$ cat src/hdl/pct_pkg.sv
`timescale 1ns / 1ps
`default_nettype none

package pct_pkg;

	// default build values
	localparam int CHANNELS_DEF   = 8;
	localparam int COUNT_BITS_DEF = 24;

	// fixed field widths of the ports
	localparam int REQ_W     = 2;
	localparam int CH_W      = 3;
	localparam int DUR_W     = 24;
	localparam int CFG_W     = 24;
	localparam int CFG_IDX_W = 1;
	localparam int OUT_W     = 8;

	// register reset values
	localparam logic [CFG_W-1:0] PERIOD_RESET    = CFG_W'(20000);
	localparam logic [CFG_W-1:0] TOLERANCE_RESET = CFG_W'(10);

	// register indexes
	localparam logic [CFG_IDX_W-1:0] CFG_PERIOD    = CFG_IDX_W'(0);
	localparam logic [CFG_IDX_W-1:0] CFG_TOLERANCE = CFG_IDX_W'(1);

	// request codes
	typedef enum logic [REQ_W-1:0] {
		REQ_SET  = 2'd0,
		REQ_HALT = 2'd1,
		REQ_TICK = 2'd2
	} req_e_t;

	// per-channel commands for one word
	typedef struct packed {
		logic set;
		logic halt;
		logic tick;
	} chan_ctl_t;

endpackage

`default_nettype wire

$ cat src/hdl/pwm_channel_tolerance_generator.sv
`timescale 1ns / 1ps
`default_nettype none

// Multi-channel PWM generator with a shared period and a tolerance snap on phase
// lengths. Each input word is a set (high time for one channel), a halt, or one timer
// tick that counts down every running channel in parallel. One word is taken per clock
// while the result slot is free or being taken: high-time snapping is done as the word
// enters the input stage, and the channel state and result word are registered as
// it leaves that stage; words stream back to back unless out_ready stalls. The result
// shows every channel's pin level and running flag after the word's update. Period
// and tolerance writes take effect on a channel at its next set or halt; write them
// only while no word is in flight.
module pwm_channel_tolerance_generator #(
	parameter int CHANNELS   = pct_pkg::CHANNELS_DEF,
	parameter int COUNT_BITS = pct_pkg::COUNT_BITS_DEF
) (
	input  wire logic                          clk,
	input  wire logic                          arst_n,
	input  wire logic                          in_valid,
	output logic                               in_ready,
	input  wire logic [pct_pkg::REQ_W-1:0]     req_type,
	input  wire logic [pct_pkg::CH_W-1:0]      channel,
	input  wire logic [pct_pkg::DUR_W-1:0]     high_time,
	input  wire logic                          cfg_valid,
	output logic                               cfg_ready,
	input  wire logic [pct_pkg::CFG_IDX_W-1:0] cfg_index,
	input  wire logic [pct_pkg::CFG_W-1:0]     cfg_data,
	output logic                               out_valid,
	input  wire logic                          out_ready,
	output logic      [pct_pkg::OUT_W-1:0]     pin_levels,
	output logic      [pct_pkg::OUT_W-1:0]     active_mask
);

	logic [pct_pkg::CFG_W-1:0]  period_q;
	logic [pct_pkg::CFG_W-1:0]  tolerance_q;
	logic [COUNT_BITS-1:0]      per;
	logic [COUNT_BITS-1:0]      tol;

	logic [COUNT_BITS-1:0]      clamp_hi;
	logic [COUNT_BITS-1:0]      clamp_lo;
	logic                       clamp_stop;

	logic                       valid_s1;
	logic [pct_pkg::REQ_W-1:0]  op_s1;
	logic [pct_pkg::CH_W-1:0]   ch_s1;
	logic [COUNT_BITS-1:0]      hi_s1;
	logic [COUNT_BITS-1:0]      lo_s1;
	logic                       stop_s1;

	logic                       out_valid_q;
	logic                       adv;
	logic                       do_set;
	logic                       do_halt;
	logic                       do_tick;

	logic [CHANNELS-1:0]        pin_v;
	logic [CHANNELS-1:0]        act_v;

	// configuration registers
	assign cfg_ready = 1'b1;

	always_ff @(posedge clk or negedge arst_n) begin
		if (!arst_n) begin
			period_q    <= pct_pkg::PERIOD_RESET;
			tolerance_q <= pct_pkg::TOLERANCE_RESET;
		end else if (cfg_valid) begin
			unique case (cfg_index)
				pct_pkg::CFG_PERIOD:    period_q    <= cfg_data;
				pct_pkg::CFG_TOLERANCE: tolerance_q <= cfg_data;
				default: ;
			endcase
		end
	end

	assign per = COUNT_BITS'(period_q);
	assign tol = COUNT_BITS'(tolerance_q);

	// snap high time on the way into the input stage
	pct_clamp #(
		.COUNT_BITS(COUNT_BITS)
	) u_clamp (
		.dur (high_time),
		.per (per),
		.tol (tol),
		.hi  (clamp_hi),
		.lo  (clamp_lo),
		.stop(clamp_stop)
	);

	// handshake: stage 1 moves on when the result slot is free or being taken
	assign adv      = valid_s1 && (!out_valid_q || out_ready);
	assign in_ready = !valid_s1 || adv;

	always_ff @(posedge clk or negedge arst_n) begin
		if (!arst_n) begin
			valid_s1 <= 1'b0;
		end else if (in_ready) begin
			valid_s1 <= in_valid;
		end
	end

	// input stage payload
	always_ff @(posedge clk) begin
		if (in_valid && in_ready) begin
			op_s1   <= req_type;
			ch_s1   <= channel;
			hi_s1   <= clamp_hi;
			lo_s1   <= clamp_lo;
			stop_s1 <= clamp_stop;
		end
	end

	// decode the word into channel commands
	always_comb begin
		do_set  = 1'b0;
		do_halt = 1'b0;
		do_tick = 1'b0;
		unique case (op_s1)
			pct_pkg::REQ_SET: begin
				do_set  = adv && !stop_s1;
				do_halt = adv && stop_s1;
			end
			pct_pkg::REQ_HALT: do_halt = adv;
			pct_pkg::REQ_TICK: do_tick = adv;
			default: ;
		endcase
	end

	// channel bank
	for (genvar c = 0; c < CHANNELS; c++) begin : g_chan
		pct_pkg::chan_ctl_t ctl;
		logic               hit;

		assign hit      = (32'(ch_s1) == 32'(c));
		assign ctl.set  = do_set && hit;
		assign ctl.halt = do_halt && hit;
		assign ctl.tick = do_tick;

		pct_chan #(
			.COUNT_BITS(COUNT_BITS)
		) u_chan (
			.clk   (clk),
			.arst_n(arst_n),
			.ctl   (ctl),
			.hi    (hi_s1),
			.lo    (lo_s1),
			.per   (per),
			.pin   (pin_v[c]),
			.active(act_v[c])
		);
	end

	// result word: channel state only moves when a new result is produced
	always_ff @(posedge clk or negedge arst_n) begin
		if (!arst_n) begin
			out_valid_q <= 1'b0;
		end else if (adv) begin
			out_valid_q <= 1'b1;
		end else if (out_ready) begin
			out_valid_q <= 1'b0;
		end
	end

	assign out_valid = out_valid_q;

	for (genvar i = 0; i < pct_pkg::OUT_W; i++) begin : g_out
		if (i < CHANNELS) begin : g_used
			assign pin_levels[i]  = pin_v[i];
			assign active_mask[i] = act_v[i];
		end else begin : g_pad
			assign pin_levels[i]  = 1'b0;
			assign active_mask[i] = 1'b0;
		end
	end

`ifndef ASSERT_OFF
	// a stopped channel always drives its pin low
	a_idle_pin_low: assert property (@(posedge clk) disable iff (!arst_n)
		(pin_levels & ~active_mask) == '0)
		else $error("idle channel with pin high");

	// channel state holds when no word is processed
	a_state_hold: assert property (@(posedge clk) disable iff (!arst_n)
		!adv |=> ($stable(pin_levels) && $stable(active_mask)))
		else $error("channel state changed without a word");

	// every processed word offers a result
	a_result_follows: assert property (@(posedge clk) disable iff (!arst_n)
		adv |=> out_valid_q)
		else $error("processed word without result");

	// result slot not overwritten while held
	a_no_overrun: assert property (@(posedge clk) disable iff (!arst_n)
		(out_valid_q && !out_ready) |-> !adv)
		else $error("result overwritten while stalled");
`endif

endmodule

`default_nettype wire

$ cat src/hdl/pct_clamp.sv
`timescale 1ns / 1ps
`default_nettype none

module pct_clamp #(
	parameter int COUNT_BITS = pct_pkg::COUNT_BITS_DEF
) (
	input  wire logic [pct_pkg::DUR_W-1:0] dur,
	input  wire logic [COUNT_BITS-1:0]     per,
	input  wire logic [COUNT_BITS-1:0]     tol,
	output logic      [COUNT_BITS-1:0]     hi,
	output logic      [COUNT_BITS-1:0]     lo,
	output logic                           stop
);

	logic [COUNT_BITS-1:0] req_hi;
	logic [COUNT_BITS-1:0] cut_hi;
	logic [COUNT_BITS-1:0] rest_lo;
	logic                  full_duty;

	// snap requested high time to tolerance and period
	always_comb begin
		req_hi    = COUNT_BITS'(dur);
		cut_hi    = (req_hi > per) ? per : req_hi;
		rest_lo   = per - cut_hi;
		full_duty = (rest_lo < tol);
		hi        = full_duty ? per : cut_hi;
		lo        = full_duty ? '0 : rest_lo;
		stop      = (req_hi < tol) || (hi == '0);
	end

endmodule

`default_nettype wire

$ cat src/hdl/pct_chan.sv
`timescale 1ns / 1ps
`default_nettype none

module pct_chan #(
	parameter int COUNT_BITS = pct_pkg::COUNT_BITS_DEF
) (
	input  wire logic                  clk,
	input  wire logic                  arst_n,
	input  wire pct_pkg::chan_ctl_t    ctl,
	input  wire logic [COUNT_BITS-1:0] hi,
	input  wire logic [COUNT_BITS-1:0] lo,
	input  wire logic [COUNT_BITS-1:0] per,
	output logic                       pin,
	output logic                       active
);

	logic                  pin_q;
	logic                  next_high_q;
	logic [COUNT_BITS-1:0] high_q;
	logic [COUNT_BITS-1:0] low_q;
	logic [COUNT_BITS-1:0] rem_q;
	logic                  running;
	logic                  expire;

	assign running = (high_q != '0);
	assign expire  = (rem_q[COUNT_BITS-1:1] == '0);

	// channel state: halt, set, or count down and toggle
	always_ff @(posedge clk or negedge arst_n) begin
		if (!arst_n) begin
			pin_q       <= 1'b0;
			next_high_q <= 1'b1;
			high_q      <= '0;
			low_q       <= '0;
			rem_q       <= '0;
		end else if (ctl.halt) begin
			if (running) begin
				high_q      <= '0;
				low_q       <= per;
				next_high_q <= 1'b1;
				pin_q       <= 1'b0;
				rem_q       <= '0;
			end
		end else if (ctl.set) begin
			// an idle channel fires a high phase on the next tick
			if (!running) begin
				next_high_q <= 1'b1;
				rem_q       <= COUNT_BITS'(1);
			end
			high_q <= hi;
			low_q  <= lo;
		end else if (ctl.tick && running) begin
			if (!expire) begin
				rem_q <= rem_q - COUNT_BITS'(1);
			end else if (next_high_q) begin
				pin_q       <= 1'b1;
				rem_q       <= high_q;
				next_high_q <= 1'b0;
			end else begin
				// zero low time keeps the pin high for full duty
				if (low_q == '0) begin
					rem_q <= high_q;
				end else begin
					pin_q <= 1'b0;
					rem_q <= low_q;
				end
				next_high_q <= 1'b1;
			end
		end
	end

	assign pin    = pin_q;
	assign active = running;

endmodule

`default_nettype wire
$ cat config.mk
export PLATFORM = sky130hd
export DESIGN_NAME = pwm_channel_tolerance_generator
export DESIGN_NICKNAME = d
export VERILOG_FILES = /design/src/hdl/pct_pkg.sv /design/src/hdl/pwm_channel_tolerance_generator.sv /design/src/hdl/pct_clamp.sv /design/src/hdl/pct_chan.sv
export SDC_FILE = /design/constraint.sdc
export NUM_CORES = 2
export LEC_CHECK = 0
export BUFFER_PORTS_ARGS = -buffer_cell sky130_fd_sc_hd__buf_2
export CAP_MARGIN = 20
export CORE_MARGIN = 2
export CORE_UTILIZATION = 40
export DETAILED_ROUTE_END_ITERATION = 16
export PLACE_DENSITY_LB_ADDON = 0.08
export REMOVE_ABC_BUFFERS = 1
export SLEW_MARGIN = 0
export SYNTH_ARGS = -nofsm -noshare
export SYNTH_HDL_FRONTEND = slang
export SYNTH_SLANG_ARGS = --single-unit
$ cat constraint.sdc
create_clock -name clk -period 13.15 [get_ports clk]
set_clock_uncertainty 0.05 [all_clocks]
set_input_delay 2.63 -clock clk [delete_from_list [all_inputs] [get_ports clk]]
set_output_delay 2.63 -clock clk [all_outputs]
set_load 0.02 [all_outputs]
==> impl_metrics.prom <==
# TYPE chip_impl_metric gauge
chip_impl_metric{name="syn-instance-count",unit=""} 4191
chip_impl_metric{name="drt-wirelength-per-cell",unit="microns"} 27.6
chip_impl_metric{name="io_pins",unit=""} 78
chip_impl_metric{name="global_route.usage.total",unit="%"} 30.1
chip_impl_info{name="timing.setup.critical_path_class",value="input pin to flip-flop"} 1
chip_impl_metric{name="timing.max_slew.rel_slack",unit="%"} 16.6
chip_impl_metric{name="async_s_r_ff_share_synth",unit="%"} 92.2
chip_impl_info{name="cp_launch_type",value="input pin"} 1
chip_impl_metric{name="cts-resized-gates",unit=""} 0
chip_impl_metric{name="power_density",unit="mW/mm^2"} 250
chip_impl_metric{name="cellLeakagePower",unit="uW"} 0.0189
chip_impl_metric{name="grt_max_degree",unit=""} 95
chip_impl_metric{name="clock_transition_at_path_regs",unit="ns"} 0.06
chip_impl_info{name="end_kind",value="flip-flop"} 1
chip_impl_metric{name="ys_seq_elements",unit=""} 696
chip_impl_metric{name="drcViolationCount",unit=""} 0
chip_impl_info{name="r2r_endpoint",value="hi_s1[2]$_DFFE_PP_"} 1
chip_impl_metric{name="grt_antenna_before_repair",unit=""} 6
chip_impl_info{name="crit_path_start",value="high_time[11]"} 1
chip_impl_metric{name="totalNegativeSetupSlack",unit="ns"} 0
chip_impl_metric{name="worst_slew_pin_slew",unit="ns"} 1.25
chip_impl_metric{name="multi_input_area",unit="sq mm"} 0.0195
chip_impl_metric{name="cp.required",unit="ns"} 13.49
chip_impl_metric{name="fillers",unit=""} 9526
chip_impl_metric{name="detailedPlacementHpwl",unit="mm"} 102
chip_impl_metric{name="clock_sink_count",unit=""} 696
chip_impl_metric{name="synth-edff-count",unit=""} 54
chip_impl_info{name="worst_hold_startpoint",value="g_chan[1].u_chan.rem_q[10]$_DFFE_PN0P_"} 1
chip_impl_info{name="cpMaxStageDelayCell",value="sky130_fd_sc_hd__o21bai_4"} 1
chip_impl_metric{name="number_of_global_route_vias_before_repair",unit=""} 31200
chip_impl_metric{name="die_height",unit="microns"} 315
chip_impl_metric{name="ff2ff_path_depth",unit=""} 23
chip_impl_metric{name="seq_area_frac_synth",unit="%"} 45.8
chip_impl_info{name="grt_setup_unrepaired",value="no"} 1
chip_impl_metric{name="drv.max_cap_violation_count",unit=""} 0
chip_impl_metric{name="clkLatencyLatePin",unit="ns"} 0.65
chip_impl_info{name="clockRootBuffer",value="sky130_fd_sc_hd__clkbuf_16"} 1
chip_impl_metric{name="cp_max_fo",unit=""} 38
chip_impl_metric{name="first_pass_iters",unit=""} 5
chip_impl_metric{name="gp_congestion",unit=""} 0.961
chip_impl_metric{name="preCtsSetupSlack",unit="ns"} 2.94
chip_impl_metric{name="drtIter0Drc",unit=""} 3590
chip_impl_metric{name="final_min_period_over_clock_period",unit="%"} 73.9
chip_impl_metric{name="detail_route.vias_per_cell",unit=""} 6.12
chip_impl_metric{name="register_area",unit="sq mm"} 0.0177
chip_impl_metric{name="vdd.ir_drop.worst",unit="mV"} 0.196
chip_impl_metric{name="areaGrowthSynthToFinish",unit="%"} 11.4
chip_impl_metric{name="vias",unit=""} 33500
chip_impl_info{name="clock_tree_from_tritoncts",value="yes"} 1
chip_impl_metric{name="global_route.overflow_total",unit=""} 0
chip_impl_metric{name="min_delay_path_depth",unit=""} 1
chip_impl_metric{name="post-route-min-period",unit="ns"} 9.72
chip_impl_metric{name="mappedNetlistArea",unit="sq mm"} 0.0387
chip_impl_metric{name="avgSynthCellArea",unit="sq um"} 9.23
chip_impl_metric{name="core-area",unit="sq mm"} 0.0963
chip_impl_metric{name="numCtsBuffers",unit=""} 85
chip_impl_info{name="endpoint_worst_hold",value="g_chan[1].u_chan.rem_q[10]$_DFFE_PN0P_"} 1
chip_impl_metric{name="finalWirelength",unit="mm"} 151
chip_impl_metric{name="clockBufferDepth",unit=""} 3
chip_impl_metric{name="worst_ep_arrival_time",unit="ns"} 10.06
chip_impl_info{name="r2r_start",value="per[11]$_DFFE_PN1P_"} 1
chip_impl_metric{name="layout-drive-gt1-share",unit="%"} 10.5
chip_impl_metric{name="fp-row-count",unit=""} 114
chip_impl_metric{name="timing.reg2reg.setup_slack",unit="ns"} 4.12
chip_impl_metric{name="count_of_nets_left_with_antenna_violations_after_detail_routing",unit=""} 0
chip_impl_metric{name="start_util",unit="%"} 40.2
chip_impl_metric{name="synth.yosys.warnings",unit=""} 0
chip_impl_metric{name="design.die.area",unit="sq mm"} 0.0992
chip_impl_metric{name="htree_levels",unit=""} 3
chip_impl_metric{name="report.final.hold_viol_count",unit=""} 0
chip_impl_info{name="synth-main-ff-cell",value="sky130_fd_sc_hd__dfrtp_1"} 1
chip_impl_metric{name="critPathMaxStageDelay",unit="ns"} 0.91
chip_impl_info{name="timing.critical_path.cells",value="buf_2 -> ha_1 -> a21oi_1 -> o21ai_0 -> a221oi_1 -> o21ai_0 -> o21bai_4 -> mux2i_1 -> ha_1 -> and4_1 -> and2_1 -> a32o_1 -> nor2_1 -> o21ai_0 -> o41ai_1 -> xnor2_1 -> ha_1 -> nand4_1 -> or3_1 -> a2111oi_0 -> or3_1 -> o21a_1 -> mux2_2"} 1
chip_impl_metric{name="first_pass_grt_wire_length",unit="mm"} 220
chip_impl_metric{name="design.final.nets",unit=""} 4293
chip_impl_metric{name="finalSetupViolations",unit=""} 0
chip_impl_info{name="hp-class",value="flip-flop to flip-flop"} 1
chip_impl_metric{name="achievable-frequency",unit="GHz"} 0.103
chip_impl_metric{name="post-cts-setup-buffers",unit=""} 0
chip_impl_metric{name="post_cts_hold_buffer_count",unit=""} 0
chip_impl_metric{name="final_max_slew_violation_count",unit=""} 0
chip_impl_metric{name="portBuffers",unit=""} 76
chip_impl_metric{name="yosysUniqueCellTypes",unit=""} 79
chip_impl_metric{name="setup_ws",unit="ns"} 3.43
chip_impl_metric{name="die_width",unit="microns"} 315
chip_impl_info{name="outcome",value="finished, final reports clean"} 1
## area by class of cell
type	count	share of cell area [%]
Multi-Input combinational cell	3068	45.2
Sequential cell	696	41.1
Clock buffer	134	5.93
Tap cell	1276	3.71
Timing Repair Buffer	178	2.82
Inverter	103	0.898
Clock inverter	15	0.322
Antenna cell	1	0.00581
## metrics by stage
stage               std cells  power, uW  hold slack [ns]  area, sq um  utilization (%)
global placement         5316       8380            0.418        40300             41.8
floorplan                3867       6570            0.398        37300                -
detailed placement       5316       8390            0.420        40300             41.8
CTS                      5465      10800            0.436        43000             44.6
global route             5470      11500            0.463        43100             44.7
finish                   5471      10800            0.435        43100             44.7
## power by group
part	total, uW	internal, uW	switching (uW)
logic	4470	1680	2790
clock network	2330	1360	961
registers	3980	2920	1060
## synth_stat cells (all sizes together) (40+ instances only)
cell type / n / area [sq um]
nor4: 149 / 938
ha: 101 / 1260
a22o: 244 / 2140
mux2i: 280 / 2800
clkbuf: 248 / 931
inv: 103 / 387
a31oi: 75 / 469
nand2: 378 / 1420
nand4: 40 / 250
nor2: 400 / 1500
nor3: 109 / 566
mux2: 75 / 845
edfxtp: 54 / 1620
nand3: 45 / 225
o21ai: 490 / 2450
a21oi: 310 / 1550
dfrtp: 627 / 15700
buf: 76 / 399
## state kept, by name (all words and copies together) (netlist names)
name                       flops
g_chan.u_chan.next_high_q      8
tol                           24
hi_s1                         24
per                           24
g_chan.u_chan.high_q         192
stop_s1                        1
g_chan.u_chan.rem_q          192
valid_s1                       1
ch_s1                          3
g_chan.u_chan.low_q          192
g_chan.u_chan.pin              8
lo_s1                         24
out_valid                      1
op_s1                          2
## layer usage
layer / GRT usage, % / vias to the layer above / part of all wire [%]
li1: - / 15300 / -
met1: 46.0 / 16800 / 47
met2: 43.7 / 1223 / 43
met3: 4.93 / 173 / 7.3
met4: 8.13 / 0 / 2.8
met5: 0 / - / 0
## critical path, delay by kind of cell
family	cells	cell delay (ns)
AO/OA/AOI/OAI	10	3.65
XOR/XNOR	1	0.16
adder cells (fa/ha/maj)	3	1.07
buffers and inverters	1	0.14
multiplexers	2	0.78
AND/OR/NAND/NOR	6	1.62
## placed cells by master, fill, tap and decap left out, types with 54 or more instances in the layout
cell	n
sky130_fd_sc_hd__a21oi_1	307
sky130_fd_sc_hd__a22o_1	244
sky130_fd_sc_hd__a31oi_1	75
sky130_fd_sc_hd__buf_2	75
sky130_fd_sc_hd__buf_4	98
sky130_fd_sc_hd__clkbuf_16	87
sky130_fd_sc_hd__dfrtp_1	627
sky130_fd_sc_hd__edfxtp_1	54
sky130_fd_sc_hd__ha_1	101
sky130_fd_sc_hd__inv_1	103
sky130_fd_sc_hd__mux2_2	75
sky130_fd_sc_hd__mux2i_1	280
sky130_fd_sc_hd__nand2_1	377
sky130_fd_sc_hd__nor2_1	397
sky130_fd_sc_hd__nor3_1	101
sky130_fd_sc_hd__nor4_1	145
sky130_fd_sc_hd__o21ai_0	467
## cells by family (layout without fill, tap and decap cells)
family	after synthesis	after routing	synth area share, %
compound gates	1317	1317	21.2
xor+xnor	18	18	0.408
fa+ha+maj	103	103	3.34
buf+inv	427	430	4.44
flops	696	696	45.8
mux	355	355	9.43
other cells	1	2	0.00970
simple gates	1274	1274	15.4
## worst max-delay path by stage
| stage | to | depth (start not counted) |
|---|---|---|
| floorplan | hi_s1[0]$_DFFE_PP_ | 22 |
| global placement | hi_s1[19]$_DFFE_PP_ | 23 |
| detailed placement | hi_s1[2]$_DFFE_PP_ | 23 |
| CTS | hi_s1[2]$_DFFE_PP_ | 23 |
| global route | hi_s1[0]$_DFFE_PP_ | 24 |
| finish | hi_s1[2]$_DFFE_PP_ | 23 |
(Power assumes the default switching activity.)
